[src/hw/rtl/sfd_pkg.sv]
package sfd_pkg;

	// defaults for the top level parameters
	localparam int DEF_HISTORY_DEPTH = 8;
	localparam int DEF_NUM_CLASSES   = 4;

	// field widths
	localparam int SLOT_COUNT = 4;
	localparam int SCORE_W    = 16;
	localparam int CLASS_W    = 3;
	localparam int CFG_W      = 4;
	localparam int CFG_IDX_W  = 2;
	localparam int SEQ_CNT_W  = 6;

	// register indexes and reset values
	localparam logic [CFG_IDX_W-1:0] REG_PRE_HOLD   = 2'd0;
	localparam logic [CFG_IDX_W-1:0] REG_TRANSITION = 2'd1;
	localparam logic [CFG_W-1:0]     PRE_HOLD_RST   = 4'd2;
	localparam logic [CFG_W-1:0]     TRANSITION_RST = 4'd6;

	// class codes
	localparam logic [CLASS_W-1:0] CLS_NONE     = 3'd0;
	localparam logic [CLASS_W-1:0] CLS_LYING    = 3'd1;
	localparam logic [CLASS_W-1:0] CLS_STANDING = 3'd2;
	localparam logic [CLASS_W-1:0] CLS_SITTING  = 3'd3;
	localparam logic [CLASS_W-1:0] CLS_FALLING  = 3'd4;

	localparam logic [SEQ_CNT_W-1:0] COUNT_MAX = 6'd63;

	typedef struct packed {
		logic [CFG_W-1:0] pre_hold;
		logic [CFG_W-1:0] transition;
	} fall_cfg_t;

	typedef struct packed {
		logic [CLASS_W-1:0] published;
		logic               active;
	} fall_res_t;

endpackage

[src/hw/rtl/sfd_if.sv]
interface sfd_in_if;
	logic                        valid;
	logic                        ready;
	logic [sfd_pkg::SCORE_W-1:0] score_0;
	logic [sfd_pkg::SCORE_W-1:0] score_1;
	logic [sfd_pkg::SCORE_W-1:0] score_2;
	logic [sfd_pkg::SCORE_W-1:0] score_3;

	modport source (output valid, output score_0, output score_1, output score_2,
		output score_3, input ready);
	modport sink (input valid, input score_0, input score_1, input score_2,
		input score_3, output ready);
endinterface

interface sfd_out_if;
	logic                        valid;
	logic                        ready;
	logic [sfd_pkg::SCORE_W-1:0] avg_0;
	logic [sfd_pkg::SCORE_W-1:0] avg_1;
	logic [sfd_pkg::SCORE_W-1:0] avg_2;
	logic [sfd_pkg::SCORE_W-1:0] avg_3;
	logic [sfd_pkg::CLASS_W-1:0] raw_class;
	logic [sfd_pkg::CLASS_W-1:0] published_class;
	logic                        fall_active;

	modport source (output valid, output avg_0, output avg_1, output avg_2, output avg_3,
		output raw_class, output published_class, output fall_active, input ready);
	modport sink (input valid, input avg_0, input avg_1, input avg_2, input avg_3,
		input raw_class, input published_class, input fall_active, output ready);
endinterface

[src/hw/rtl/sfd_ram.sv]
module sfd_ram #(
	parameter int WIDTH = 64,
	parameter int DEPTH = 8
) (
	input  logic                                   clk,
	input  logic                                   we,
	input  logic [((DEPTH > 1) ? $clog2(DEPTH) : 1)-1:0] waddr,
	input  logic [WIDTH-1:0]                       wdata,
	input  logic                                   re,
	input  logic [((DEPTH > 1) ? $clog2(DEPTH) : 1)-1:0] raddr,
	output logic [WIDTH-1:0]                       rdata
);

	logic [WIDTH-1:0] mem [DEPTH];

	// single write port, registered read
	always_ff @(posedge clk) begin
		if (we) begin
			mem[waddr] <= wdata;
		end
		if (re) begin
			rdata <= mem[raddr];
		end
	end

endmodule

[src/hw/rtl/sfd_div.sv]
module sfd_div #(
	parameter int DIVIDEND_W = 19,
	parameter int DIVISOR_W  = 4
) (
	input  logic                  clk,
	input  logic                  arst_n,
	input  logic                  start,
	input  logic [DIVIDEND_W-1:0] dividend,
	input  logic [DIVISOR_W-1:0]  divisor,
	output logic                  done,
	output logic [DIVIDEND_W-1:0] quotient
);

	localparam int CW = $clog2(DIVIDEND_W);

	logic                  busy_q;
	logic                  done_q;
	logic [CW-1:0]         step_q;
	logic [DIVISOR_W-1:0]  rem_q;
	logic [DIVISOR_W-1:0]  div_q;
	logic [DIVIDEND_W-1:0] quo_q;
	logic [DIVISOR_W:0]    trial;
	logic                  fits;
	logic [DIVISOR_W:0]    trial_sub;

	// one restoring step: shift in the next dividend bit, subtract if it fits
	assign trial     = {rem_q, quo_q[DIVIDEND_W-1]};
	assign fits      = trial >= {1'b0, div_q};
	assign trial_sub = trial - {1'b0, div_q};

	// control
	always_ff @(posedge clk or negedge arst_n) begin
		if (!arst_n) begin
			busy_q <= 1'b0;
			done_q <= 1'b0;
			step_q <= '0;
		end else begin
			done_q <= 1'b0;
			if (start) begin
				busy_q <= 1'b1;
				step_q <= '0;
			end else if (busy_q) begin
				step_q <= step_q + CW'(1);
				if (step_q == CW'(DIVIDEND_W - 1)) begin
					busy_q <= 1'b0;
					done_q <= 1'b1;
				end
			end
		end
	end

	// datapath, quotient bits replace dividend bits from the bottom
	always_ff @(posedge clk) begin
		if (start) begin
			rem_q <= '0;
			div_q <= divisor;
			quo_q <= dividend;
		end else if (busy_q) begin
			rem_q <= fits ? trial_sub[DIVISOR_W-1:0] : trial[DIVISOR_W-1:0];
			quo_q <= {quo_q[DIVIDEND_W-2:0], fits};
		end
	end

	assign done     = done_q;
	assign quotient = quo_q;

endmodule

[src/hw/rtl/sfd_fall.sv]
module sfd_fall (
	input  logic                        clk,
	input  logic                        arst_n,
	input  logic                        update,
	input  logic [sfd_pkg::CLASS_W-1:0] raw,
	input  sfd_pkg::fall_cfg_t          cfg,
	output sfd_pkg::fall_res_t          res
);

	logic [sfd_pkg::CLASS_W-1:0]   prev_q;
	logic                          active_q;
	logic [sfd_pkg::SEQ_CNT_W-1:0] count_q;
	logic [sfd_pkg::CLASS_W-1:0]   upright_q;

	logic                          lying;
	logic                          seq_start;
	logic                          in_seq;
	logic [sfd_pkg::SEQ_CNT_W-1:0] cnt_base;
	logic [sfd_pkg::SEQ_CNT_W-1:0] cnt_inc;
	logic [sfd_pkg::CLASS_W-1:0]   up_base;
	logic [sfd_pkg::CFG_W:0]       fall_end;
	logic                          nxt_active;
	logic [sfd_pkg::SEQ_CNT_W-1:0] nxt_count;
	logic [sfd_pkg::CLASS_W-1:0]   nxt_upright;
	logic [sfd_pkg::CLASS_W-1:0]   pub;

	// upright to lying starts a sequence, any other class ends it
	always_comb begin
		lying     = raw == sfd_pkg::CLS_LYING;
		seq_start = !active_q && lying
			&& (prev_q == sfd_pkg::CLS_STANDING || prev_q == sfd_pkg::CLS_SITTING);
		in_seq    = active_q || seq_start;
		cnt_base  = seq_start ? '0 : count_q;
		up_base   = seq_start ? prev_q : upright_q;
		cnt_inc   = (cnt_base < sfd_pkg::COUNT_MAX) ? cnt_base + 6'd1 : cnt_base;
		fall_end  = {1'b0, cfg.pre_hold} + {1'b0, cfg.transition};

		pub         = raw;
		nxt_active  = active_q;
		nxt_count   = count_q;
		nxt_upright = upright_q;
		if (in_seq) begin
			if (!lying) begin
				nxt_active  = 1'b0;
				nxt_count   = '0;
				nxt_upright = sfd_pkg::CLS_NONE;
			end else begin
				nxt_active  = 1'b1;
				nxt_count   = cnt_inc;
				nxt_upright = up_base;
				if (cnt_inc <= {2'b00, cfg.pre_hold}) begin
					pub = up_base;
				end else if (cnt_inc <= {1'b0, fall_end}) begin
					pub = sfd_pkg::CLS_FALLING;
				end else begin
					pub = sfd_pkg::CLS_LYING;
				end
			end
		end
	end

	always_ff @(posedge clk or negedge arst_n) begin
		if (!arst_n) begin
			prev_q    <= sfd_pkg::CLS_NONE;
			active_q  <= 1'b0;
			count_q   <= '0;
			upright_q <= sfd_pkg::CLS_NONE;
		end else if (update) begin
			prev_q    <= raw;
			active_q  <= nxt_active;
			count_q   <= nxt_count;
			upright_q <= nxt_upright;
		end
	end

	assign res.published = pub;
	assign res.active    = nxt_active;

endmodule

[src/hw/rtl/score_smoothing_fall_detector.sv]
// Score smoothing and fall detection.
// score_in takes one frame of class scores (unsigned Q0.16) per request;
// result_out returns one request per frame with the windowed averages, the
// argmax class, the class after fall filtering and the fall-in-progress flag.
// cfg_we/cfg_index/cfg_data write pre_hold_frames (index 0) and
// transition_frames (index 1); only write them while no frame is in flight.
// Averages come from the bit-serial divider, shared by all classes, which
// divides each SW = 16 + log2(HISTORY_DEPTH) bit running sum by the frame
// count and forms one average bit per cycle, one class after the other. The
// next frame is taken once the result has been loaded into the output register.
// Reset clears the running sums, the frame count, the ring pointer and the
// fall state, and loads the registers with 2 and 6. The history ring is not
// cleared: an entry is read back only once it has been written.
// The result sits in an output register. While the receiver stalls, the
// next frame is still accepted and processed, and waits for the output
// register to empty before its result is published.
module score_smoothing_fall_detector #(
	parameter int HISTORY_DEPTH = sfd_pkg::DEF_HISTORY_DEPTH,
	parameter int NUM_CLASSES   = sfd_pkg::DEF_NUM_CLASSES
) (
	input  logic                          clk,
	input  logic                          arst_n,
	input  logic                          cfg_we,
	input  logic [sfd_pkg::CFG_IDX_W-1:0] cfg_index,
	input  logic [sfd_pkg::CFG_W-1:0]     cfg_data,
	sfd_in_if.sink                        score_in,
	sfd_out_if.source                     result_out
);

	localparam int SCW = sfd_pkg::SCORE_W;
	localparam int SW  = SCW + $clog2(HISTORY_DEPTH);
	localparam int FW  = $clog2(HISTORY_DEPTH + 1);
	localparam int IW  = (HISTORY_DEPTH > 1) ? $clog2(HISTORY_DEPTH) : 1;
	localparam int KW  = $clog2(NUM_CLASSES);
	localparam int RW  = NUM_CLASSES * SCW;

	typedef enum logic [5:0] {
		ST_IDLE    = 6'b000001,
		ST_READ    = 6'b000010,
		ST_UPDATE  = 6'b000100,
		ST_DIVGO   = 6'b001000,
		ST_DIVWAIT = 6'b010000,
		ST_PUB     = 6'b100000
	} state_t;

	state_t                      state_q;
	sfd_pkg::fall_cfg_t          cfg_q;
	logic [SCW-1:0]              in_score [sfd_pkg::SLOT_COUNT];
	logic [SCW-1:0]              score_q [NUM_CLASSES];
	logic [SW-1:0]               sum_q [NUM_CLASSES];
	logic [SCW-1:0]              avg_q [NUM_CLASSES];
	logic [FW-1:0]               frames_q;
	logic [IW-1:0]               wi_q;
	logic [KW-1:0]               k_q;
	logic [KW-1:0]               k_inc;
	logic [KW-1:0]               div_k;
	logic [KW-1:0]               best_q;
	logic [SCW-1:0]              best_val_q;
	logic                        full;
	logic                        k_last;
	logic [RW-1:0]               ram_wdata;
	logic [RW-1:0]               ram_rdata;
	logic                        div_start;
	logic                        div_done;
	logic [SW-1:0]               div_quo;
	logic [SCW-1:0]              quo16;
	logic [sfd_pkg::CLASS_W-1:0] raw;
	sfd_pkg::fall_res_t          fall_res;
	logic                        out_load;
	logic                        out_valid_q;
	logic [SCW-1:0]              out_avg_q [NUM_CLASSES];
	logic [SCW-1:0]              avg_port [sfd_pkg::SLOT_COUNT];
	logic [sfd_pkg::CLASS_W-1:0] out_raw_q;
	logic [sfd_pkg::CLASS_W-1:0] out_pub_q;
	logic                        out_active_q;

	assign in_score[0] = score_in.score_0;
	assign in_score[1] = score_in.score_1;
	assign in_score[2] = score_in.score_2;
	assign in_score[3] = score_in.score_3;

	// configuration registers
	always_ff @(posedge clk or negedge arst_n) begin
		if (!arst_n) begin
			cfg_q.pre_hold   <= sfd_pkg::PRE_HOLD_RST;
			cfg_q.transition <= sfd_pkg::TRANSITION_RST;
		end else if (cfg_we) begin
			unique case (cfg_index)
				sfd_pkg::REG_PRE_HOLD:   cfg_q.pre_hold   <= cfg_data;
				sfd_pkg::REG_TRANSITION: cfg_q.transition <= cfg_data;
				default: ;
			endcase
		end
	end

	assign full     = frames_q == FW'(HISTORY_DEPTH);
	assign k_inc    = k_q + KW'(1);
	assign k_last   = k_q == KW'(NUM_CLASSES - 1);
	assign div_k    = (state_q == ST_DIVGO) ? k_q : k_inc;
	assign div_start = (state_q == ST_DIVGO) || (state_q == ST_DIVWAIT && div_done && !k_last);
	assign quo16    = div_quo[SCW-1:0];
	assign raw      = sfd_pkg::CLASS_W'(best_q) + sfd_pkg::CLASS_W'(1);
	assign out_load = (state_q == ST_PUB) && (!out_valid_q || result_out.ready);

	// sequencer
	always_ff @(posedge clk or negedge arst_n) begin
		if (!arst_n) begin
			state_q  <= ST_IDLE;
			frames_q <= '0;
			wi_q     <= '0;
			k_q      <= '0;
		end else begin
			unique case (state_q)
				ST_IDLE: begin
					if (score_in.valid) begin
						state_q <= ST_READ;
					end
				end
				ST_READ: state_q <= ST_UPDATE;
				ST_UPDATE: begin
					if (!full) begin
						frames_q <= frames_q + FW'(1);
					end
					wi_q    <= (wi_q == IW'(HISTORY_DEPTH - 1)) ? '0 : wi_q + IW'(1);
					k_q     <= '0;
					state_q <= ST_DIVGO;
				end
				ST_DIVGO: state_q <= ST_DIVWAIT;
				ST_DIVWAIT: begin
					if (div_done) begin
						if (k_last) begin
							state_q <= ST_PUB;
						end else begin
							k_q <= k_inc;
						end
					end
				end
				ST_PUB: begin
					if (out_load) begin
						state_q <= ST_IDLE;
					end
				end
				default: state_q <= ST_IDLE;
			endcase
		end
	end

	// score capture, running sums, averages and argmax
	always_ff @(posedge clk or negedge arst_n) begin
		if (!arst_n) begin
			for (int i = 0; i < NUM_CLASSES; i++) begin
				sum_q[i] <= '0;
			end
		end else if (state_q == ST_UPDATE) begin
			for (int i = 0; i < NUM_CLASSES; i++) begin
				sum_q[i] <= sum_q[i]
					- (full ? SW'(ram_rdata[i*SCW +: SCW]) : SW'(0))
					+ SW'(score_q[i]);
			end
		end
	end

	always_ff @(posedge clk) begin
		if (state_q == ST_IDLE && score_in.valid) begin
			for (int i = 0; i < NUM_CLASSES; i++) begin
				score_q[i] <= in_score[i];
			end
		end
		if (state_q == ST_DIVWAIT && div_done) begin
			avg_q[k_q] <= quo16;
			// strict compare keeps the lowest index on ties
			if (k_q == '0 || quo16 > best_val_q) begin
				best_q     <= k_q;
				best_val_q <= quo16;
			end
		end
	end

	always_comb begin
		for (int i = 0; i < NUM_CLASSES; i++) begin
			ram_wdata[i*SCW +: SCW] = score_q[i];
		end
	end

	sfd_ram #(
		.WIDTH (RW),
		.DEPTH (HISTORY_DEPTH)
	) u_ring (
		.clk   (clk),
		.we    (state_q == ST_UPDATE),
		.waddr (wi_q),
		.wdata (ram_wdata),
		.re    (state_q == ST_READ),
		.raddr (wi_q),
		.rdata (ram_rdata)
	);

	sfd_div #(
		.DIVIDEND_W (SW),
		.DIVISOR_W  (FW)
	) u_div (
		.clk      (clk),
		.arst_n   (arst_n),
		.start    (div_start),
		.dividend (sum_q[div_k]),
		.divisor  (frames_q),
		.done     (div_done),
		.quotient (div_quo)
	);

	sfd_fall u_fall (
		.clk    (clk),
		.arst_n (arst_n),
		.update (out_load),
		.raw    (raw),
		.cfg    (cfg_q),
		.res    (fall_res)
	);

	// output register
	always_ff @(posedge clk or negedge arst_n) begin
		if (!arst_n) begin
			out_valid_q <= 1'b0;
		end else if (out_load) begin
			out_valid_q <= 1'b1;
		end else if (result_out.ready) begin
			out_valid_q <= 1'b0;
		end
	end

	always_ff @(posedge clk) begin
		if (out_load) begin
			for (int i = 0; i < NUM_CLASSES; i++) begin
				out_avg_q[i] <= avg_q[i];
			end
			out_raw_q    <= raw;
			out_pub_q    <= fall_res.published;
			out_active_q <= fall_res.active;
		end
	end

	// missing classes report zero
	for (genvar g = 0; g < sfd_pkg::SLOT_COUNT; g++) begin : g_avg
		if (g < NUM_CLASSES) begin : g_used
			assign avg_port[g] = out_avg_q[g];
		end else begin : g_unused
			assign avg_port[g] = '0;
		end
	end

	assign score_in.ready             = state_q == ST_IDLE;
	assign result_out.valid           = out_valid_q;
	assign result_out.avg_0           = avg_port[0];
	assign result_out.avg_1           = avg_port[1];
	assign result_out.avg_2           = avg_port[2];
	assign result_out.avg_3           = avg_port[3];
	assign result_out.raw_class       = out_raw_q;
	assign result_out.published_class = out_pub_q;
	assign result_out.fall_active     = out_active_q;

	// divider results only arrive while the sequencer waits for them
	a_div_done_wait: assert property (@(posedge clk) disable iff (!arst_n)
		div_done |-> state_q == ST_DIVWAIT)
		else $error("divider done outside wait step");

	// frame count never passes the window depth
	a_frames_bound: assert property (@(posedge clk) disable iff (!arst_n)
		frames_q <= FW'(HISTORY_DEPTH))
		else $error("frame count beyond window");

	// outside a fall sequence the published class follows the raw class
	a_pub_raw: assert property (@(posedge clk) disable iff (!arst_n)
		(out_valid_q && !out_active_q) |-> out_pub_q == out_raw_q)
		else $error("published class differs from raw class outside a sequence");

	// a finished frame is published when the output register is free
	a_pub_load: assert property (@(posedge clk) disable iff (!arst_n)
		(state_q == ST_PUB && !out_valid_q) |=> (out_valid_q && state_q == ST_IDLE))
		else $error("finished frame not published");

endmodule
[src/flat_wrapper.sv]
// flat-port wrapper written by rule: the top's interface ports become plain ports
module score_smoothing_fall_detector_flat 
#(
	parameter int HISTORY_DEPTH = sfd_pkg::DEF_HISTORY_DEPTH,
	parameter int NUM_CLASSES   = sfd_pkg::DEF_NUM_CLASSES
)
  (clk, arst_n, cfg_we, cfg_index, cfg_data, score_in_valid, score_in_score_0, score_in_score_1, score_in_score_2, score_in_score_3, score_in_ready, result_out_valid, result_out_avg_0, result_out_avg_1, result_out_avg_2, result_out_avg_3, result_out_raw_class, result_out_published_class, result_out_fall_active, result_out_ready);
  sfd_in_if score_in_i ();
  sfd_out_if result_out_i ();
  input  logic clk;
  input  logic arst_n;
  input  logic cfg_we;
  input  logic [sfd_pkg::CFG_IDX_W-1:0] cfg_index;
  input  logic [sfd_pkg::CFG_W-1:0] cfg_data;
  input wire logic [$bits(score_in_i.valid)-1:0] score_in_valid;
  input wire logic [$bits(score_in_i.score_0)-1:0] score_in_score_0;
  input wire logic [$bits(score_in_i.score_1)-1:0] score_in_score_1;
  input wire logic [$bits(score_in_i.score_2)-1:0] score_in_score_2;
  input wire logic [$bits(score_in_i.score_3)-1:0] score_in_score_3;
  output wire logic [$bits(score_in_i.ready)-1:0] score_in_ready;
  output wire logic [$bits(result_out_i.valid)-1:0] result_out_valid;
  output wire logic [$bits(result_out_i.avg_0)-1:0] result_out_avg_0;
  output wire logic [$bits(result_out_i.avg_1)-1:0] result_out_avg_1;
  output wire logic [$bits(result_out_i.avg_2)-1:0] result_out_avg_2;
  output wire logic [$bits(result_out_i.avg_3)-1:0] result_out_avg_3;
  output wire logic [$bits(result_out_i.raw_class)-1:0] result_out_raw_class;
  output wire logic [$bits(result_out_i.published_class)-1:0] result_out_published_class;
  output wire logic [$bits(result_out_i.fall_active)-1:0] result_out_fall_active;
  input wire logic [$bits(result_out_i.ready)-1:0] result_out_ready;
  assign score_in_i.valid = score_in_valid;
  assign score_in_i.score_0 = score_in_score_0;
  assign score_in_i.score_1 = score_in_score_1;
  assign score_in_i.score_2 = score_in_score_2;
  assign score_in_i.score_3 = score_in_score_3;
  assign score_in_ready = score_in_i.ready;
  assign result_out_valid = result_out_i.valid;
  assign result_out_avg_0 = result_out_i.avg_0;
  assign result_out_avg_1 = result_out_i.avg_1;
  assign result_out_avg_2 = result_out_i.avg_2;
  assign result_out_avg_3 = result_out_i.avg_3;
  assign result_out_raw_class = result_out_i.raw_class;
  assign result_out_published_class = result_out_i.published_class;
  assign result_out_fall_active = result_out_i.fall_active;
  assign result_out_i.ready = result_out_ready;
  score_smoothing_fall_detector #(.HISTORY_DEPTH(HISTORY_DEPTH), .NUM_CLASSES(NUM_CLASSES)) u_core (.clk(clk), .arst_n(arst_n), .cfg_we(cfg_we), .cfg_index(cfg_index), .cfg_data(cfg_data), .score_in(score_in_i), .result_out(result_out_i));
endmodule
[config.mk]
export PLATFORM = sky130hd
export DESIGN_NAME = score_smoothing_fall_detector_flat
export DESIGN_NICKNAME = d
export VERILOG_FILES = /design/src/hw/rtl/sfd_pkg.sv /design/src/hw/rtl/sfd_if.sv /design/src/hw/rtl/sfd_ram.sv /design/src/hw/rtl/sfd_div.sv /design/src/hw/rtl/sfd_fall.sv /design/src/hw/rtl/score_smoothing_fall_detector.sv /design/src/flat_wrapper.sv
export SDC_FILE = /design/constraint.sdc
export NUM_CORES = 1
export LEC_CHECK = 0
export BUFFER_PORTS_ARGS = -buffer_cell sky130_fd_sc_hd__buf_2
export CELL_PAD_IN_SITES_DETAIL_PLACEMENT = 0
export CELL_PAD_IN_SITES_GLOBAL_PLACEMENT = 1
export CORE_ASPECT_RATIO = 0.6
export CORE_MARGIN = 5
export CORE_UTILIZATION = 47
export DETAILED_ROUTE_END_ITERATION = 10
export PLACE_DENSITY = 0.73
export SYNTH_ARGS = -nofsm -noshare
export SYNTH_HDL_FRONTEND = slang
export SYNTH_SLANG_ARGS = --single-unit
[constraint.sdc]
create_clock -name clk -period 7 [get_ports clk]
set_clock_uncertainty 0.1 [all_clocks]
set_input_delay 0.7 -clock clk [delete_from_list [all_inputs] [get_ports clk]]
set_output_delay 0.7 -clock clk [all_outputs]
set_load 0.02 [all_outputs]
==> flow_summary.ini <==
[outcome]
status = complete, no violations

[detailed_routing]
firstDrtPassIters = 5
wl_per_cell_microns = 24.04
route.antenna.remaining_nets = 0
via_per_inst = 5.670
routed_wl_microns = 98470
drtIter0Drc = 2410
via_count = 23226
drc = 0

[final_layout]
fill_cells = 6834
final_common_cell = edfxtp_1
fin_nets = 3150
multi_input_area_sq_um = 10770
ff_latch_area_sq_um = 27590
drive_gt1_frac = 0.1274
instances_no_fill = 4096
syn_to_final_growth_pct = 12.12
layout_common_cells = edfxtp_1 (816), inv_1 (313), a22oi_1 (257)
fin_util = 0.5335
final_cell_area_sq_um = 44720

[clock_tree]
insertion_delay_ps = 680
cts_num_sinks = 940
hold_buffers = 0
ctsResizeCount = 0
cts_buffers = 86
clk_pin_slew_ps = 60
h-tree-depth = 3
clockRootBuffer = clkbuf_16
cts_setup_buffers = 0
cts_tree = built
clk_path_buf_depth = 3

[pwr]
leakagePower_nw = 16.76
peakVddDrop_v = 0.0002803
powerDensity_nw_per_um2 = 410.3
finalPower_mw = 18.35

[sta]
finalHoldViolCount = 0
final.period_utilization = 0.7239
setup_tns_ps = 0
final_max_slew_viol_count = 0
setup_viol = 0
rsz0062_at_grt = no
fmax_mhz = 197.3
min_period_ps = 5067
worst_slew_pin_slew_ps = 1194
slew_headroom = 0.2042

[place]
dp_hpwl_microns = 61060
globalplace.congestion = 0.8456
port_buffers = 147
postPlaceCellArea_sq_um = 41950
dp.cells = 3935

[critical_path]
r2r_cells = 19
crit_type = reg2reg
cp-startpoint = u_core.best_q[0]
arrival_ps = 5390
critPathLaunchType = flop
r2r_end = u_core.result_out.published_class[0]
cp-end-kind = flop
cp-endpoint = u_core.result_out.published_class[0]
r2r_start = u_core.best_q[0]
critPathRequiredTime_ps = 7320
cp_max_fo = 12
r2r_setup_slack_ps = 1930

[synthesis]
synth_edf_count = 816
synth_fp_nets = 2979
async_reset_ff_frac = 0.1277
ys_seq_area_frac = 0.6918
synth-seq-cells = 940
yosys_warnings = 0
syn_area_sq_um = 39880
synth_area_per_cell_sq_um = 14.67
synth_cell_types = 77
synthCells = 2718
dominantRegCellSynth = edfxtp_1

[floorplan]
dieWidth_microns = 386.1
core_sq_um = 83820
die_h_microns = 235.6
rows = 82
start_util = 0.4758
die_area_sq_um = 90980
ios = 148

[global_routing]
grt_use_total = 0.2175
grt-ovfl-total = 0
grt_pass1_vias = 23001
grt_pass1_wl_microns = 148600
antenna_found_initial = 5
grt_start_max_net_pins = 77

[job]
max_cap_violations = 0

[min_path]
hold_path.class = in2async
## state kept, by name (all words and copies together), names as in the netlist, 4 cells and up
register / cells
u_core.u_fall.count_q: 6
u_core.u_div.div_q: 4
u_core.frames_q: 4
u_core.cfg_q: 8
u_core.u_div.step_q: 5
u_core.score_q: 64
u_core.out_avg_q: 64
u_core.state_q: 6
u_core.avg_q: 64
u_core.best_val_q: 16
u_core.u_ring.rdata: 64
u_core.u_ring.mem: 512
u_core.u_div.quotient: 19
u_core.sum_q: 76
u_core.u_div.rem_q: 4
## power breakdown
part           internal, mW  switching, mW  total [mW]
sequential             7.04          0.739        7.78
combinational          2.30           3.59        5.89
clock                  2.59           2.09        4.68
## critical path, cell delays in order, from the launching register on
cell      delay, ps
edfxtp_1        440
inv_1           100
ha_1            410
inv_1           220
or4b_2          840
and2_1          240
ha_1            250
and3_1          190
nand3_1         150
nor2_1           90
mux2_2          350
ha_1            340
nor2b_1         140
o21ai_0         150
nand2b_1         80
a21oi_1         160
o22ai_1         110
nor2_1          200
nand2_1          70
o211a_1         200
## final cells by class
cell class              count  share of cell area
inverters                 315             0.02647
clock buffers             110             0.05201
clock inverters            49            0.009792
well taps                1134             0.03173
multi-input cells        1368              0.2409
repair buffers            178             0.02199
diodes                      2           0.0001119
flip-flops and latches    940              0.6170
## Yosys cell counts (all sizes together), types with 7 or more instances
library cell  instances  area share
a211oi               14      0.0026
a21o                 38      0.0072
a21oi                77      0.0098
a22oi               257       0.048
a31oi                 8      0.0013
and2                 76       0.012
and3                 13      0.0020
buf                  28      0.0040
clkbuf               67      0.0063
dfrtp               116       0.073
edfxtp              816        0.61
fa                   66       0.033
ha                  120       0.038
inv                 314       0.030
mux2                 25      0.0071
mux4                 19       0.012
nand2               155       0.015
nand2b               18      0.0028
nand3                27      0.0034
nand4                75       0.012
nor2                 58      0.0055
nor2b                12      0.0019
nor3                 14      0.0018
nor3b                 8      0.0015
o211ai                7      0.0013
o21ai               122       0.016
o21bai                8      0.0015
xnor2                43      0.0099
xor2                 35      0.0077
## worst min path at each step
stage                         startpoint                       to  slack, ps  cells after the start
floorplan                         arst_n          u_core.cfg_q[0]        300                      0
global placement     u_core.avg_q[2][12]  u_core.out_avg_q[2][12]        300                      0
detailed placement    u_core.avg_q[0][5]   u_core.out_avg_q[0][5]        300                      0
CTS                  score_in_score_2[5]     u_core.score_q[2][5]         50                      1
global route        score_in_score_2[10]    u_core.score_q[2][10]         50                      1
finish                            arst_n          u_core.cfg_q[7]         30                      1
## logic make-up after synthesis
kind of cell	after synthesis	share of synthesized area
buf+inv	410	0.03993
compound gates	568	0.09543
mux	49	0.02027
simple gates	487	0.06422
fa+ha+maj	186	0.07077
xor+xnor	78	0.01760
flops	940	0.6918
## metrics by stage
| step | hold WS (ps) | worst slack [ps] |
|---|---|---|
| after CTS | 51.96 | 1952 |
| after detailed placement | 304.5 | 1999 |
| after global placement | 303.7 | 2058 |
| final | 33.50 | 1933 |
| after global routing | 47.49 | 1588 |
| after floorplan | 300.3 | 184.8 |
## routing by layer
metal | up-vias | part of all wire | global-route usage
met5 | - | 0 | 0
met3 | 99 | 0.081 | 0.04052
met4 | 0 | 0.013 | 0.04519
met1 | 11802 | 0.48 | 0.3466
met2 | 878 | 0.43 | 0.3120
li1 | 10447 | - | -
(Power assumes the default switching activity.)
